--- src/design/ffx_pkg.sv ---
// ----------------------------------------------------------------------------
// ffx_pkg
// Shared types and constants of the form field extract and decode core.
// ----------------------------------------------------------------------------
package ffx_pkg;

  localparam int unsigned MaxKeyChars = 30;
  localparam int unsigned CfgIdxW     = 3;
  localparam int unsigned CfgDataW    = 64;
  localparam int unsigned KeyWords    = 4;

  localparam logic [7:0] ChPercent = 8'h25;
  localparam logic [7:0] ChPlus    = 8'h2B;
  localparam logic [7:0] ChAmp     = 8'h26;
  localparam logic [7:0] ChSpace   = 8'h20;
  localparam logic [7:0] ChEquals  = 8'h3D;

  typedef enum logic [CfgIdxW-1:0] {
    CFG_KEY_LENGTH = 3'd0,
    CFG_KEY_LOW    = 3'd1,
    CFG_KEY_MID    = 3'd2,
    CFG_KEY_HIGH   = 3'd3,
    CFG_KEY_TOP    = 3'd4,
    CFG_MAX_VALUE  = 3'd5
  } cfg_idx_e;

  typedef enum logic [1:0] {
    PH_MATCH = 2'd0,
    PH_SKIP  = 2'd1,
    PH_VALUE = 2'd2,
    PH_DONE  = 2'd3
  } phase_e;

  typedef struct packed {
    logic [7:0] body_byte;
    logic       last_byte;
  } in_item_t;

  typedef struct packed {
    logic [7:0] value_byte;
    logic       byte_valid;
    logic       end_of_body;
    logic       key_found;
    logic [7:0] value_length;
  } out_item_t;

  // All results caused by one input byte: up to three decoded bytes and an
  // optional end marker.
  typedef struct packed {
    logic [2:0][7:0] data;
    logic [1:0]      data_cnt;
    logic            has_end;
    logic            found;
    logic [7:0]      length;
  } bundle_t;

endpackage

--- src/design/ffx_front.sv ---
// ----------------------------------------------------------------------------
// ffx_front
// Parser: holds the configuration, matches the key and percent-decodes the
// value, producing at most one result bundle per input byte.
// ----------------------------------------------------------------------------
module ffx_front import ffx_pkg::*; (
  input  logic                clk_i,
  input  logic                rst_ni,
  input  logic                cfg_we_i,
  input  logic [CfgIdxW-1:0]  cfg_index_i,
  input  logic [CfgDataW-1:0] cfg_wdata_i,
  input  logic                accept_i,
  input  in_item_t            item_i,
  output logic                bundle_push_o,
  output bundle_t             bundle_o
);

  function automatic logic is_hex(input logic [7:0] c);
    return (c >= 8'h30 && c <= 8'h39) || (c >= 8'h61 && c <= 8'h66) ||
           (c >= 8'h41 && c <= 8'h46);
  endfunction

  function automatic logic [3:0] hex_val(input logic [7:0] c);
    logic [3:0] v;
    v = 4'd0;
    if (c >= 8'h30 && c <= 8'h39) begin
      v = c[3:0];
    end else if ((c >= 8'h61 && c <= 8'h66) || (c >= 8'h41 && c <= 8'h46)) begin
      v = c[3:0] + 4'd9;
    end
    return v;
  endfunction

  // Configuration registers.
  logic [4:0]                       klen_q;
  logic [KeyWords-1:0][CfgDataW-1:0] key_q;
  logic [7:0]                       maxb_q;

  always_ff @(posedge clk_i or negedge rst_ni) begin
    if (!rst_ni) begin
      klen_q <= 5'd1;
      key_q  <= '0;
      maxb_q <= 8'hFF;
    end else if (cfg_we_i) begin
      unique case (cfg_index_i)
        CFG_KEY_LENGTH: begin
          klen_q <= (cfg_wdata_i[4:0] > 5'(MaxKeyChars)) ? 5'(MaxKeyChars)
                                                         : cfg_wdata_i[4:0];
        end
        CFG_KEY_LOW:   key_q[0] <= cfg_wdata_i;
        CFG_KEY_MID:   key_q[1] <= cfg_wdata_i;
        CFG_KEY_HIGH:  key_q[2] <= cfg_wdata_i;
        CFG_KEY_TOP:   key_q[3] <= cfg_wdata_i;
        CFG_MAX_VALUE: maxb_q   <= cfg_wdata_i[7:0];
        default: ;
      endcase
    end
  end

  // Parse state.
  phase_e     phase_q, phase_d;
  logic [4:0] mpos_q, mpos_d;
  logic [1:0] pc_q, pc_d;
  logic [7:0] phb_q, phb_d;
  logic [7:0] ec_q, ec_d;
  logic       found_q, found_d;

  logic [KeyWords*CfgDataW-1:0] key_flat;
  assign key_flat = key_q;

  always_comb begin
    logic [7:0]      b;
    logic [7:0]      expect_ch;
    logic [2:0][7:0] cand;
    logic [1:0]      cnt;
    logic            consumed;
    logic [7:0]      avail;
    logic [1:0]      nem;

    b         = item_i.body_byte;
    phase_d   = phase_q;
    mpos_d    = mpos_q;
    pc_d      = pc_q;
    phb_d     = phb_q;
    found_d   = found_q;
    cand      = '0;
    cnt       = 2'd0;
    consumed  = 1'b0;
    expect_ch = (mpos_q < klen_q) ? key_flat[{mpos_q, 3'b000} +: 8] : ChEquals;

    unique case (phase_q)
      PH_MATCH: begin
        if (b != ChAmp && b == expect_ch) begin
          if (mpos_q >= klen_q) begin
            phase_d = PH_VALUE;
            found_d = 1'b1;
            mpos_d  = 5'd0;
          end else begin
            mpos_d = mpos_q + 5'd1;
          end
        end else begin
          mpos_d  = 5'd0;
          phase_d = (b == ChAmp) ? PH_MATCH : PH_SKIP;
        end
      end
      PH_SKIP: begin
        if (b == ChAmp) begin
          phase_d = PH_MATCH;
          mpos_d  = 5'd0;
        end
      end
      PH_VALUE: begin
        if (b == ChAmp) begin
          // A held percent sequence is released raw at the end of the value.
          if (pc_d != 2'd0) begin
            cand[cnt] = ChPercent;
            cnt       = cnt + 2'd1;
          end
          if (pc_d == 2'd2) begin
            cand[cnt] = phb_d;
            cnt       = cnt + 2'd1;
          end
          pc_d    = 2'd0;
          phb_d   = 8'd0;
          phase_d = PH_DONE;
        end else begin
          if (pc_d != 2'd0) begin
            if (is_hex(b)) begin
              consumed = 1'b1;
              if (pc_d == 2'd1) begin
                phb_d = b;
                pc_d  = 2'd2;
              end else begin
                cand[cnt] = {hex_val(phb_d), hex_val(b)};
                cnt       = cnt + 2'd1;
                pc_d      = 2'd0;
                phb_d     = 8'd0;
              end
            end else begin
              cand[cnt] = ChPercent;
              cnt       = cnt + 2'd1;
              if (pc_d == 2'd2) begin
                cand[cnt] = phb_d;
                cnt       = cnt + 2'd1;
              end
              pc_d  = 2'd0;
              phb_d = 8'd0;
            end
          end
          if (!consumed) begin
            if (b == ChPercent) begin
              pc_d = 2'd1;
            end else if (b == ChPlus) begin
              cand[cnt] = ChSpace;
              cnt       = cnt + 2'd1;
            end else begin
              cand[cnt] = b;
              cnt       = cnt + 2'd1;
            end
          end
        end
      end
      default: ;
    endcase

    if (item_i.last_byte && phase_d == PH_VALUE) begin
      if (pc_d != 2'd0) begin
        cand[cnt] = ChPercent;
        cnt       = cnt + 2'd1;
      end
      if (pc_d == 2'd2) begin
        cand[cnt] = phb_d;
        cnt       = cnt + 2'd1;
      end
    end

    // The length limit keeps a prefix of the candidate bytes. A limit lowered
    // below the count already emitted leaves no room at all.
    avail = (ec_q < maxb_q) ? maxb_q - ec_q : 8'd0;
    nem   = ({6'd0, cnt} > avail) ? avail[1:0] : cnt;
    ec_d  = ec_q + {6'd0, nem};

    bundle_o.data     = cand;
    bundle_o.data_cnt = nem;
    bundle_o.has_end  = item_i.last_byte;
    bundle_o.found    = found_d;
    bundle_o.length   = ec_d;
    bundle_push_o     = accept_i && (nem != 2'd0 || item_i.last_byte);

    if (item_i.last_byte) begin
      phase_d = PH_MATCH;
      mpos_d  = 5'd0;
      pc_d    = 2'd0;
      phb_d   = 8'd0;
      ec_d    = 8'd0;
      found_d = 1'b0;
    end
  end

  always_ff @(posedge clk_i or negedge rst_ni) begin
    if (!rst_ni) begin
      phase_q <= PH_MATCH;
      mpos_q  <= 5'd0;
      pc_q    <= 2'd0;
      phb_q   <= 8'd0;
      ec_q    <= 8'd0;
      found_q <= 1'b0;
    end else if (accept_i) begin
      phase_q <= phase_d;
      mpos_q  <= mpos_d;
      pc_q    <= pc_d;
      phb_q   <= phb_d;
      ec_q    <= ec_d;
      found_q <= found_d;
    end
  end

endmodule

--- src/design/ffx_queue.sv ---
// ----------------------------------------------------------------------------
// ffx_queue
// Small first-in first-out buffer of result bundles between parser and
// result serializer.
// ----------------------------------------------------------------------------
module ffx_queue import ffx_pkg::*; #(
  parameter int unsigned Depth = 4
) (
  input  logic    clk_i,
  input  logic    rst_ni,
  input  logic    wr_i,
  input  bundle_t wdata_i,
  input  logic    rd_i,
  output bundle_t rdata_o,
  output logic    full_o,
  output logic    empty_o
);

  localparam int unsigned AddrW = $clog2(Depth);
  localparam int unsigned CntW  = $clog2(Depth + 1);

  bundle_t            slots_q [Depth];
  logic [AddrW-1:0]   wptr_q, rptr_q;
  logic [CntW-1:0]    cnt_q;

  assign full_o  = (cnt_q == CntW'(Depth));
  assign empty_o = (cnt_q == '0);
  assign rdata_o = slots_q[rptr_q];

  always_ff @(posedge clk_i) begin
    if (wr_i) begin
      slots_q[wptr_q] <= wdata_i;
    end
  end

  always_ff @(posedge clk_i or negedge rst_ni) begin
    if (!rst_ni) begin
      wptr_q <= '0;
      rptr_q <= '0;
      cnt_q  <= '0;
    end else begin
      if (wr_i) begin
        wptr_q <= (wptr_q == AddrW'(Depth - 1)) ? '0 : wptr_q + 1'b1;
      end
      if (rd_i) begin
        rptr_q <= (rptr_q == AddrW'(Depth - 1)) ? '0 : rptr_q + 1'b1;
      end
      if (wr_i && !rd_i) begin
        cnt_q <= cnt_q + 1'b1;
      end else if (rd_i && !wr_i) begin
        cnt_q <= cnt_q - 1'b1;
      end
    end
  end

endmodule

--- src/design/ffx_back.sv ---
// ----------------------------------------------------------------------------
// ffx_back
// Result serializer: holds one bundle and hands out its results one per
// transaction.
// ----------------------------------------------------------------------------
module ffx_back import ffx_pkg::*; (
  input  logic      clk_i,
  input  logic      rst_ni,
  input  bundle_t   q_data_i,
  input  logic      q_empty_i,
  output logic      q_rd_o,
  output logic      empty_o,
  input  logic      pop_i,
  output out_item_t out_item_o
);

  bundle_t    cur_q;
  logic       cur_valid_q;
  logic [1:0] idx_q;

  logic [2:0] total;
  logic       at_last;
  logic       load;

  assign total   = {1'b0, cur_q.data_cnt} + {2'b00, cur_q.has_end};
  assign at_last = ({1'b0, idx_q} == total - 3'd1);
  assign load    = !cur_valid_q || (pop_i && at_last);
  assign q_rd_o  = load && !q_empty_i;
  assign empty_o = !cur_valid_q;

  always_comb begin
    if (idx_q < cur_q.data_cnt) begin
      out_item_o.value_byte   = cur_q.data[idx_q];
      out_item_o.byte_valid   = 1'b1;
      out_item_o.end_of_body  = 1'b0;
      out_item_o.key_found    = 1'b0;
      out_item_o.value_length = 8'd0;
    end else begin
      out_item_o.value_byte   = 8'd0;
      out_item_o.byte_valid   = 1'b0;
      out_item_o.end_of_body  = 1'b1;
      out_item_o.key_found    = cur_q.found;
      out_item_o.value_length = cur_q.length;
    end
  end

  always_ff @(posedge clk_i) begin
    if (q_rd_o) begin
      cur_q <= q_data_i;
    end
  end

  always_ff @(posedge clk_i or negedge rst_ni) begin
    if (!rst_ni) begin
      cur_valid_q <= 1'b0;
      idx_q       <= 2'd0;
    end else if (load) begin
      cur_valid_q <= !q_empty_i;
      idx_q       <= 2'd0;
    end else if (pop_i) begin
      idx_q <= idx_q + 2'd1;
    end
  end

endmodule

--- src/design/form_field_extract_decode_core.sv ---
// ----------------------------------------------------------------------------
// form_field_extract_decode_core
// Extracts one field from an url-encoded form body and percent-decodes its
// value, one body byte per transaction in and one result per transaction out.
// ----------------------------------------------------------------------------
//
//   Channel  Handshake            Payload            Direction
//   -------  -------------------  -----------------  ---------
//   input    push / full          in_item_i          in
//   result   empty / pop          out_item_o         out
//   config   cfg_we_i             cfg_index_i/wdata  in
//
// A body byte is taken in every cycle in which push is high and full is low:
// the parser classifies it in the cycle of its transaction and writes its
// results, up to four, as one bundle into a queue of QUEUE_DEPTH bundles.
// The serializer hands out one result per cycle while pop is held, so the
// sustained input rate is one byte per cycle whenever results are taken as
// fast as they appear; a byte with several results needs one pop per result
// on the result side. The accepting edge writes a byte's bundle into the
// queue, from where it moves into the serializer once that one is free.
// full rises only when the queue holds QUEUE_DEPTH bundles. Reset is
// asynchronous; afterward the key length is 1, the key is all zero and the
// value limit is 255.
module form_field_extract_decode_core import ffx_pkg::*; #(
  parameter int unsigned QUEUE_DEPTH = 4
) (
  input  logic                clk_i,
  input  logic                rst_ni,
  input  logic                cfg_we_i,
  input  logic [CfgIdxW-1:0]  cfg_index_i,
  input  logic [CfgDataW-1:0] cfg_wdata_i,
  input  logic                push,
  output logic                full,
  input  in_item_t            in_item_i,
  output logic                empty,
  input  logic                pop,
  output out_item_t           out_item_o
);

  logic    accept;
  logic    bundle_push;
  bundle_t bundle_in;
  bundle_t bundle_out;
  logic    q_rd;
  logic    q_empty;

  // An item is taken whenever the queue has room for its bundle.
  assign accept = push && !full;

  ffx_front u_front (
    .clk_i         (clk_i),
    .rst_ni        (rst_ni),
    .cfg_we_i      (cfg_we_i),
    .cfg_index_i   (cfg_index_i),
    .cfg_wdata_i   (cfg_wdata_i),
    .accept_i      (accept),
    .item_i        (in_item_i),
    .bundle_push_o (bundle_push),
    .bundle_o      (bundle_in)
  );

  ffx_queue #(
    .Depth (QUEUE_DEPTH)
  ) u_queue (
    .clk_i   (clk_i),
    .rst_ni  (rst_ni),
    .wr_i    (bundle_push),
    .wdata_i (bundle_in),
    .rd_i    (q_rd),
    .rdata_o (bundle_out),
    .full_o  (full),
    .empty_o (q_empty)
  );

  // The serializer keeps the oldest bundle in a register of its own, so the
  // queue and the parser keep running, until the queue fills, while a result waits to be taken.
  ffx_back u_back (
    .clk_i      (clk_i),
    .rst_ni     (rst_ni),
    .q_data_i   (bundle_out),
    .q_empty_i  (q_empty),
    .q_rd_o     (q_rd),
    .empty_o    (empty),
    .pop_i      (pop),
    .out_item_o (out_item_o)
  );

endmodule
--- config.mk ---
export PLATFORM = sky130hd
export DESIGN_NAME = form_field_extract_decode_core
export DESIGN_NICKNAME = d
export VERILOG_FILES = /design/src/design/ffx_pkg.sv /design/src/design/ffx_front.sv /design/src/design/ffx_queue.sv /design/src/design/ffx_back.sv /design/src/design/form_field_extract_decode_core.sv
export SDC_FILE = /design/constraint.sdc
export NUM_CORES = 1
export LEC_CHECK = 0
export ABC_CLOCK_PERIOD_IN_PS = 8700
export BUFFER_PORTS_ARGS = -buffer_cell sky130_fd_sc_hd__buf_4
export CELL_PAD_IN_SITES_DETAIL_PLACEMENT = 2
export CELL_PAD_IN_SITES_GLOBAL_PLACEMENT = 2
export CORE_MARGIN = 8
export CORE_UTILIZATION = 45
export CTS_CLUSTER_SIZE = 30
export DETAILED_ROUTE_END_ITERATION = 8
export GPL_TIMING_DRIVEN = 0
export PLACE_DENSITY = 0.9
export SLEW_MARGIN = 20
export SYNTH_ARGS = -nofsm -noshare
export SYNTH_HDL_FRONTEND = slang
export SYNTH_HIERARCHICAL = 1
export SYNTH_SLANG_ARGS = --single-unit
--- constraint.sdc ---
create_clock -name clk_i -period 8.7 [get_ports clk_i]
set_input_delay 2.175 -clock clk_i [delete_from_list [all_inputs] [get_ports clk_i]]
set_output_delay 2.175 -clock clk_i [all_outputs]
set_load 0.02 [all_outputs]
==> results of run 1 <==
Yosys cell counts (all sizes together) (11+ instances only):
cell type  number
nor2           43
inv            56
nor2b          16
mux4           70
o22ai          21
nand3          21
nand2          83
and2           20
buf            35
dfrtp         296
a22oi          34
o21ai          48
edfxtp        180
or2            15
clkbuf         51
mux2i          70
xnor2          15
a21oi          49
ha             42
mux2          267
and3           11
worst max-delay path: cells and delay by family:
kind,cells,cell delay [ns]
AO/OA/AOI/OAI,12,2.08
XOR/XNOR,1,0.19
adder cells (fa/ha/maj),7,2.21
buffers and inverters,8,1.01
multiplexers,1,0.22
AND/OR/NAND/NOR,10,1.34
routing by layer:
metal	wire length (um)	vias to the layer above	global-route usage, %
li1	-	6425	-
met1	31500	8440	32.0
met2	45400	694	52.5
met3	4540	281	4.59
met4	4280	0	12.9
met5	0	-	0
flip-flops by register name, summed over array words and instances, names as in the netlist:
signal,flops
u_queue/wptr_q,2
u_queue/rptr_q,2
u_front/pc_q,2
u_front/ec_q,8
u_front/maxb_q,8
u_back/idx_q,2
u_front/key_flat,256
u_queue/cnt_q,3
u_front/mpos_q,5
u_queue/slots_q,144
u_back/cur_q,36
u_front/phase_q,2
u_front/phb_q,8
u_back/cur_valid_q,1
u_front/klen_q,5
u_front/found_q,1
how the worst max path moves through the flow:
stage                             end  cells after the start
2_1_floorplan   u_queue/slots_q[0][0]                     29
3_3_place_gp   u_queue/slots_q[0][13]                     29
3_5_place_dp          u_front/ec_q[4]                     38
4_1_cts               u_front/ec_q[7]                     39
5_1_grt               u_front/ec_q[6]                     37
6_report              u_front/ec_q[6]                     39
power groups by stage:
| stage | combinational, uW | sequential (uW) | clock [uW] |
|---|---|---|---|
| 2_1_floorplan | 1260 | 3080 | 0 |
| 3_3_place_gp | 1710 | 3130 | 0 |
| 3_5_place_dp | 1930 | 3220 | 0 |
| 4_1_cts | 1980 | 3210 | 2450 |
| 5_1_grt | 2140 | 3240 | 2520 |
| 6_report | 2010 | 3210 | 2430 |
stage by stage:
step	hold slack, ns	std cells	instance area, um2	setup slack [ns]	TNS [ns]
2_1_floorplan	0.456	1615	23000	0.113	0
3_3_place_gp	0.477	2384	24500	-1.87	-298.44
3_5_place_dp	0.494	2393	24800	-1.66	-218.92
4_1_cts	0.507	2494	26700	0.0113	0
5_1_grt	0.526	2498	26900	-0.164	-0.449
6_report	0.509	2498	26900	-0.0462	-0.0462
timing repair:
item | CTS | global route
gates resized for setup | 16 | 29
endpoints found under the setup margin | 185 | 140
pin swaps | 2 | 7
setup buffers | 3 | 4
cell families (layout without fill, tap and decap cells):
| kind of cell | after synthesis | after routing | share of synthesized area, % |
|---|---|---|---|
| mux | 407 | 407 | 23.0 |
| fa+ha+maj | 45 | 45 | 2.55 |
| simple gates | 268 | 268 | 6.28 |
| flops | 485 | 485 | 56.8 |
| buf+inv | 143 | 354 | 3.13 |
| compound gates | 246 | 246 | 7.36 |
| xor+xnor | 21 | 21 | 0.801 |
area by class of cell:
| class | count | area, um2 |
|---|---|---|
| fillers | 4583 | 23400 |
| flip-flops and latches | 485 | 13000 |
| multi-input cells | 987 | 9400 |
| clock buffers | 65 | 1410 |
| repair buffers | 113 | 991 |
| well taps | 672 | 841 |
| plain buffers | 86 | 523 |
| clock inverters | 33 | 428 |
| inverters | 57 | 214 |
==> key figures, run 1 <==
Logic synthesis
  – Largest cells by area after synthesis: dfrtp_1 (32%), edfxtp_1 (24%), mux2_2 (13%), mux4_2 (6.7%), mux2i_1 (3.1%)
  – Sequential element share of the synthesized area: 56.8%
  – Number of warnings reported in the yosys synthesis log: 6
  – Number of register bits inferred by synthesis: 485
  – Post-synth EDFFs: 180
  – Synth Cell Area: about 23000 um2
  – Mapped Avg Cell Area: 14.2 um2
  – Dominant synthesized flop cell: dfrtp_1
  – Post-synth net total: 1741
  – Library cells used by synthesis: 89
  – Synth Instances: 1615
  – Share of Yosys cell area claimed by the top area cell type: 32.3%
  – Async set-reset flop share out of synthesis: 62.9%
  – Cell taking the most area after synthesis: dfrtp_1

Cells and area
  – Commonest non-fill, non-tap cell in the layout: dfrtp_1
  – Final Core Density: 53.4%
  – Net total in the final layout: 1909
  – Layout cells sized above 1: 34.8%
  – Most frequent cells in the layout: dfrtp_1 (296), mux2_2 (267), edfxtp_1 (180), buf_4 (114), nand2_1 (82)
  – Area growth from synthesis to layout: 17.0%
  – Ant diodes: 0

Routing
  – Count of TritonRoute iterations in the first routing pass: 5
  – DRT Wirelength: about 86000 um
  – DRC violations left: 0
  – Routed Antenna Nets: 0
  – Count of vias placed by the detailed router: 15.8k
  – Starting DRT DRC Count: 1179
  – Post-DR vias/cell: 6.34
  – Avg WL per Cell: 34.3 um

Pwr
  – Internal power contribution: 5230 uW
  – Portion of total power attributed to the clock network: 31.7%
  – Net switching power figure: 2420 uW
  – Peak supply drop: about 0.19 mV
  – Post-layout power: 7650 uW
  – Fraction of power consumed by combinational cells: 26.3%
  – Static Leak: 0.0104 uW
  – Switching share of power: a little under a third
  – Power share of the sequential group: 42.0%
  – PwrDens: 285 nW/um2

Floorplanning
  – Y dimension of the die: 242 um
  – Die area: between 50000 and 60000 um2
  – Area of the core region: 50300 um2
  – Starting Density: a little under half
  – I/O Pins: 102
  – Chip width: around 240 um
  – Site row count: 82

Critical path
  – Cell at the slowest stage of the critical path: fa_1
  – Biggest cell delay along the critical path: 0.45 ns
  – Maximum net fanout on the critical path: 10
  – Endpoint of the lowest-slack register-to-register path: u_front/ec_q[6]
  – Worst setup EP type: flip-flop
  – Startpoint of the worst setup timing path: in_item_i[2]
  – CP Class: primary input to flip-flop
  – Startpoint Class: primary input
  – Number of cells on the worst reg-to-reg path: 32
  – Worst R2R Setup Slack: 1.23 ns
  – Data required time at the worst endpoint: about 9.2 ns
  – Start of the worst register-to-register path: u_front/pc_q[1]
  – Critical path arrival: 9.25 ns

STA
  – Final hold violation count: 0
  – Maximum clock frequency: 0.114 GHz
  – Worst setup slack after layout: -0.0462 ns
  – Setup violation total in the final timing report: 1
  – Pins Over Slew Limit: 0
  – Clock tree skew after final layout: 0.0388 ns
  – Share of the cycle needed by the critical path after routing: 101%
  – Min Tclk post-route: 8.75 ns
  – Max_slew headroom: 18.1%
  – Actual slew at the worst max-slew pin: between 1 and 1.5 ns

Worst hold path
  – Hold Path Stages: 1
  – Min-delay src: u_front/key_flat[240]
  – Sink of the worst hold path: u_front/key_flat[240]
  – Type of the most critical hold path: flip-flop to flip-flop

Clock network
  – Clock sink count: 485
  – Clock Root Buffer: clkbuf_16
  – Later-pin clock latency in the skew report: between 0.6 and 0.7 ns
  – Total CTS buffers: 53
  – Number of levels in the clock H-tree: 2
  – CTS tree: done
  – Deepest clock path buffer count: 3
  – Post-CTS clock slew at the launch and capture registers of the worst setup and hold paths: 0.06 ns
  – Hold buffers post-CTS: 0

Global routing
  – Via count of the first global-routing pass: 18.3k
  – Global-route wire length before repair: 126000 um
  – Antenna violations before repair: 0
  – GRT overflow: 0
  – Largest net degree at the start of global routing: 94
  – Total global-route track usage: 28.5%

Placed design
  – Detailed placer's ending HPWL: 56600 um
  – Routability congestion estimate from global placement: around 0.87
  – # port buffers: 97

Status
  – Result of the run: finished, violations left
  – Failing checks: setup timing

Job
  – Max Cap Violations: 0
(Power assumes the default switching activity.)
==> run 2: changes to the inputs <==
--- a/config.mk
+++ b/config.mk
@@ -5,12 +5,14 @@
 export SDC_FILE = /design/constraint.sdc
 export NUM_CORES = 1
 export LEC_CHECK = 0
+export ABC_AREA = 1
 export ABC_CLOCK_PERIOD_IN_PS = 8700
 export BUFFER_PORTS_ARGS = -buffer_cell sky130_fd_sc_hd__buf_4
 export CELL_PAD_IN_SITES_DETAIL_PLACEMENT = 2
 export CELL_PAD_IN_SITES_GLOBAL_PLACEMENT = 2
+export CORE_ASPECT_RATIO = 0.7
 export CORE_MARGIN = 8
-export CORE_UTILIZATION = 45
+export CORE_UTILIZATION = 39
 export CTS_CLUSTER_SIZE = 30
 export DETAILED_ROUTE_END_ITERATION = 8
 export GPL_TIMING_DRIVEN = 0
==> run 2 against run 1 <==
The run now ends clean; die area increased by 18%; worst hold slack got worse by 0.019 ns; flip-flop and latch count unchanged; register-to-register slack improved by 0.03 ns; first-iteration DRC count increased by 140%; wire length increased by 43%; largest power group unchanged; highest routed layer is now met5.
==> key figures, run 2 <==
Logic synthesis
  – Post-synth EDFFs: 180 (unchanged)
  – Post-synthesis compound-gate area fraction: 13.9% (+6.6 points)
  – Adder-Cell Fraction of Synth Area: 2.46% (-0.088 points)
  – Cell taking the most area after synthesis: dfrtp_1
  – Synth Instances: 2708 (+68%)
  – Dominant synthesized flop cell: dfrtp_1
  – Synth Cell Area: 23800 um2 (+3.6%)
  – Mapped Avg Cell Area: 8.78 um2 (-38%)
  – Fraction of the mapped netlist area in simple logic gates: 20.0% (+14 points)
  – Fraction of synthesized area in multiplexers: 0% (-23 points)
  – Post-synth net total: 2834 (+63%)
  – Most common cell in the netlist: nand2_1
  – Number of register bits inferred by synthesis: 485 (unchanged)
  – Number of warnings reported in the yosys synthesis log: 6 (unchanged)
  – Share of Yosys cell area claimed by the top area cell type: 31.1% (-1.1 points)
  – Library cells used by synthesis: 53 (-40%)
  – Top cells by count, synth: nand2_1 (772), o21ai_0 (343), inv_1 (300)
  – Async set-reset flop share out of synthesis: 62.9% (unchanged)
  – Xor and xnor fraction of the mapped netlist area: 0.626% (-0.18 points)
  – Sequential element share of the synthesized area: 54.9% (-2.0 points)
  – Combinational family with the most area after synthesis: simple AND/OR/NAND/NOR gates
  – Largest cells by area after synthesis: dfrtp_1 (31%), edfxtp_1 (23%), nand2_1 (12%), o21ai_0 (7.2%), inv_1 (4.7%)

Cells and area
  – Cell Count, Final, Fillers Out: 3734 (+49%)
  – Commonest non-fill, non-tap cell in the layout: nand2_1
  – Net total in the final layout: 3010 (+58%)
  – FF+latch area: 13000 um2 (unchanged)
  – Area growth from synthesis to layout: 16.5%
  – Count of filler cells inserted in the layout: 6476 (+41%)
  – Total area of multi-input combinational cells: 8860 um2 (-5.8%)
  – Number of flip-flops in the largest register: 256 (unchanged)
  – Layout cells sized above 1: 13.0% (-22 points)
  – Most frequent cells in the layout: nand2_1 (768), o21ai_0 (342), dfrtp_1 (296), inv_1 (294), nand3_1 (199)

Pwr
  – Portion of total power attributed to the clock network: 30.7% (-1.0 points)
  – PwrDens: 284 nW/um2 (-0.46%)
  – Net switching power figure: 2950 uW (+22%)
  – Peak supply drop: 0.122 mV (-36%)
  – Static Leak: 0.0127 uW (+22%)
  – Fraction of power consumed by combinational cells: 28.9% (+2.6 points)
  – Power share of the sequential group: 40.4% (-1.6 points)
  – Switching share of power: 37.6% (+6.0 points)
  – Internal power contribution: 4900 uW (-6.3%)

Floorplanning
  – Area of the core region: 60200 um2 (+20%)
  – I/O Pins: 102 (unchanged)
  – Y dimension of the die: 223 um (-8.0%)
  – Die area: 69300 um2 (+18%)
  – Starting Density: 39.5% (-6.1 points)
  – Site row count: 75 (-8.5%)
  – Chip width: 311 um (+29%)

Critical path
  – Startpoint Class: primary input
  – Number of cells on the worst reg-to-reg path: 31 (-3.1%)
  – Maximum net fanout on the critical path: 9 (-1)
  – Cell at the slowest stage of the critical path: nor3_4
  – Critical path arrival: 9.03 ns (-0.22 ns)
  – CP Class: primary input to flip-flop
  – Worst setup EP type: flip-flop
  – Data required time at the worst endpoint: 9.08 ns (-0.13 ns)
  – Biggest cell delay along the critical path: 0.53 ns (+0.08 ns)

STA
  – Max_slew headroom: 26.1% (+7.9 points)
  – Setup violation total in the final timing report: 0 (-1)
  – Share of the cycle needed by the critical path after routing: 99.4% (-1.1 points)
  – Actual slew at the worst max-slew pin: 1.11 ns (-0.119 ns)
  – Pins Over Slew Limit: 0 (unchanged)
  – Worst setup slack after layout: 0.0480 ns (+0.0941 ns)
  – Clock tree skew after final layout: 0.0459 ns (+0.00704 ns)
  – Final hold violation count: 0 (unchanged)
  – Sum of negative setup slack: 0 ns (+0.0462 ns)
  – Maximum clock frequency: 0.116 GHz (+1.1%)
  – Min Tclk post-route: 8.65 ns (-0.0941 ns)

Clock network
  – Clock sink count: 485 (unchanged)
  – Total CTS buffers: 51 (-3.8%)
  – Deepest clock path buffer count: 3 (unchanged)
  – Post-CTS clock slew at the launch and capture registers of the worst setup and hold paths: 0.07 ns (about the same)
  – Clock Root Buffer: clkbuf_16
  – Later-pin clock latency in the skew report: 0.64 ns (about the same)
  – Number of levels in the clock H-tree: 2 (unchanged)
  – Hold buffers post-CTS: 0 (unchanged)
  – CTS tree: done

Worst hold path
  – Type of the most critical hold path: flip-flop to flip-flop
  – Hold Path Stages: 2 (+1)

Routing
  – Routed Antenna Nets: 0 (unchanged)
  – Count of TritonRoute iterations in the first routing pass: 6 (+1)
  – Post-DR vias/cell: 6.20 (-2.2%)
  – DRT Wirelength: 123000 um (+43%)
  – Starting DRT DRC Count: 2773 (+140%)
  – DRC violations left: 0 (unchanged)
  – Avg WL per Cell: 32.9 um (-4.0%)
  – Count of vias placed by the detailed router: 23.2k (+46%)

Global routing
  – Via count of the first global-routing pass: 24.9k (+37%)
  – Total global-route track usage: 34.4% (+5.9 points)
  – Antenna violations before repair: 7 (+7)
  – GRT overflow: 0 (unchanged)
  – Largest net degree at the start of global routing: 95 (+1.1%)
  – Global-route wire length before repair: 178000 um (+41%)

Placed design
  – Routability congestion estimate from global placement: 0.974 (+12%)
  – Detailed placer's ending HPWL: 85200 um (+51%)
  – Placed cells: 3625 (+51%)
  – Worst slack after detailed placement: -0.492 ns (+1.17 ns)
  – # port buffers: 101 (+4.1%)

Status
  – Result of the run: finished, final reports clean

Job
  – Max Cap Violations: 0 (unchanged)
[run 2: metrics by stage]
stage	utilization (%)	hold slack [ns]	power, uW	area [um2]
finish	46.0	0.490	7850	27700
global route	46.0	0.523	8080	27700
CTS	45.9	0.491	7800	27600
detailed placement	42.8	0.476	5290	25800
global placement	42.5	0.465	4990	25600
floorplan	-	0.448	4290	23800
[run 2: layout make-up]
| class | count | share of cell area [%] |
|---|---|---|
| Sequential cell | 485 | 47.1 |
| Multi-Input combinational cell | 1763 | 32.0 |
| Clock buffer | 73 | 5.49 |
| Inverter | 314 | 4.30 |
| Timing Repair Buffer | 123 | 3.83 |
| Tap cell | 808 | 3.65 |
| Buffer | 146 | 2.71 |
| Clock inverter | 20 | 0.895 |
| Antenna cell | 2 | 0.0181 |
[run 2: what timing repair did]
action,in CTS,in global routing
pin swaps,3,5
buffers inserted,5,9
resized for setup,9,7
setup endpoints to repair,132,142
gates cloned,0,0
[run 2: kinds of logic (layout without fill, tap and decap cells)]
group | Yosys count | after routing
buffers and inverters | 460 | 676
other | 0 | 2
XOR/XNOR | 17 | 17
flip-flops | 485 | 485
adder cells (fa/ha/maj) | 45 | 45
AO/OA/AOI/OAI | 537 | 537
AND/OR/NAND/NOR | 1164 | 1164
[run 2: path summary, 6_finish.rpt]
kind | startpoint | end | slack (ns)
max | in_item_i[5] | u_queue/slots_q[2][6] | 0.05
min | u_front/key_flat[179] | u_front/key_flat[179] | 0.49
max reg2reg | u_front/pc_q[1] | u_queue/slots_q[2][6] | 1.26
min reg2reg | u_front/key_flat[179] | u_front/key_flat[179] | 0.49
max in group asynchronous | rst_ni | u_front/key_flat[197] | 5.87
min in group asynchronous | rst_ni | u_front/key_flat[43] | 1.46
[run 2: critical path, delay by kind of cell]
kind                       cells  cell delay (ns)
AOI/OAI and AO/OA              2             0.34
xor gates and xnor gates       1             0.22
adders and majority gates      5             1.59
buffers and inverters          8             1.29
and+or+nand+nor               17             3.40
[run 2: per-layer routing]
metal / vias up / track usage [%] / part of all wire, %
met5: - / 0 / 0.043
met3: 301 / 10.4 / 12
met1: 12099 / 47.6 / 42
met2: 1442 / 51.8 / 43
li1: 9300 / - / -
met4: 10 / 10.0 / 2.9
[run 2: power groups by stage]
| stage | clock (uW) | combinational (uW) | sequential (uW) |
|---|---|---|---|
| floorplan | 0 | 1250 | 3040 |
| global placement | 0 | 1860 | 3130 |
| detailed placement | 0 | 2120 | 3170 |
| CTS | 2420 | 2220 | 3150 |
| global route | 2490 | 2400 | 3180 |
| finish | 2410 | 2270 | 3170 |
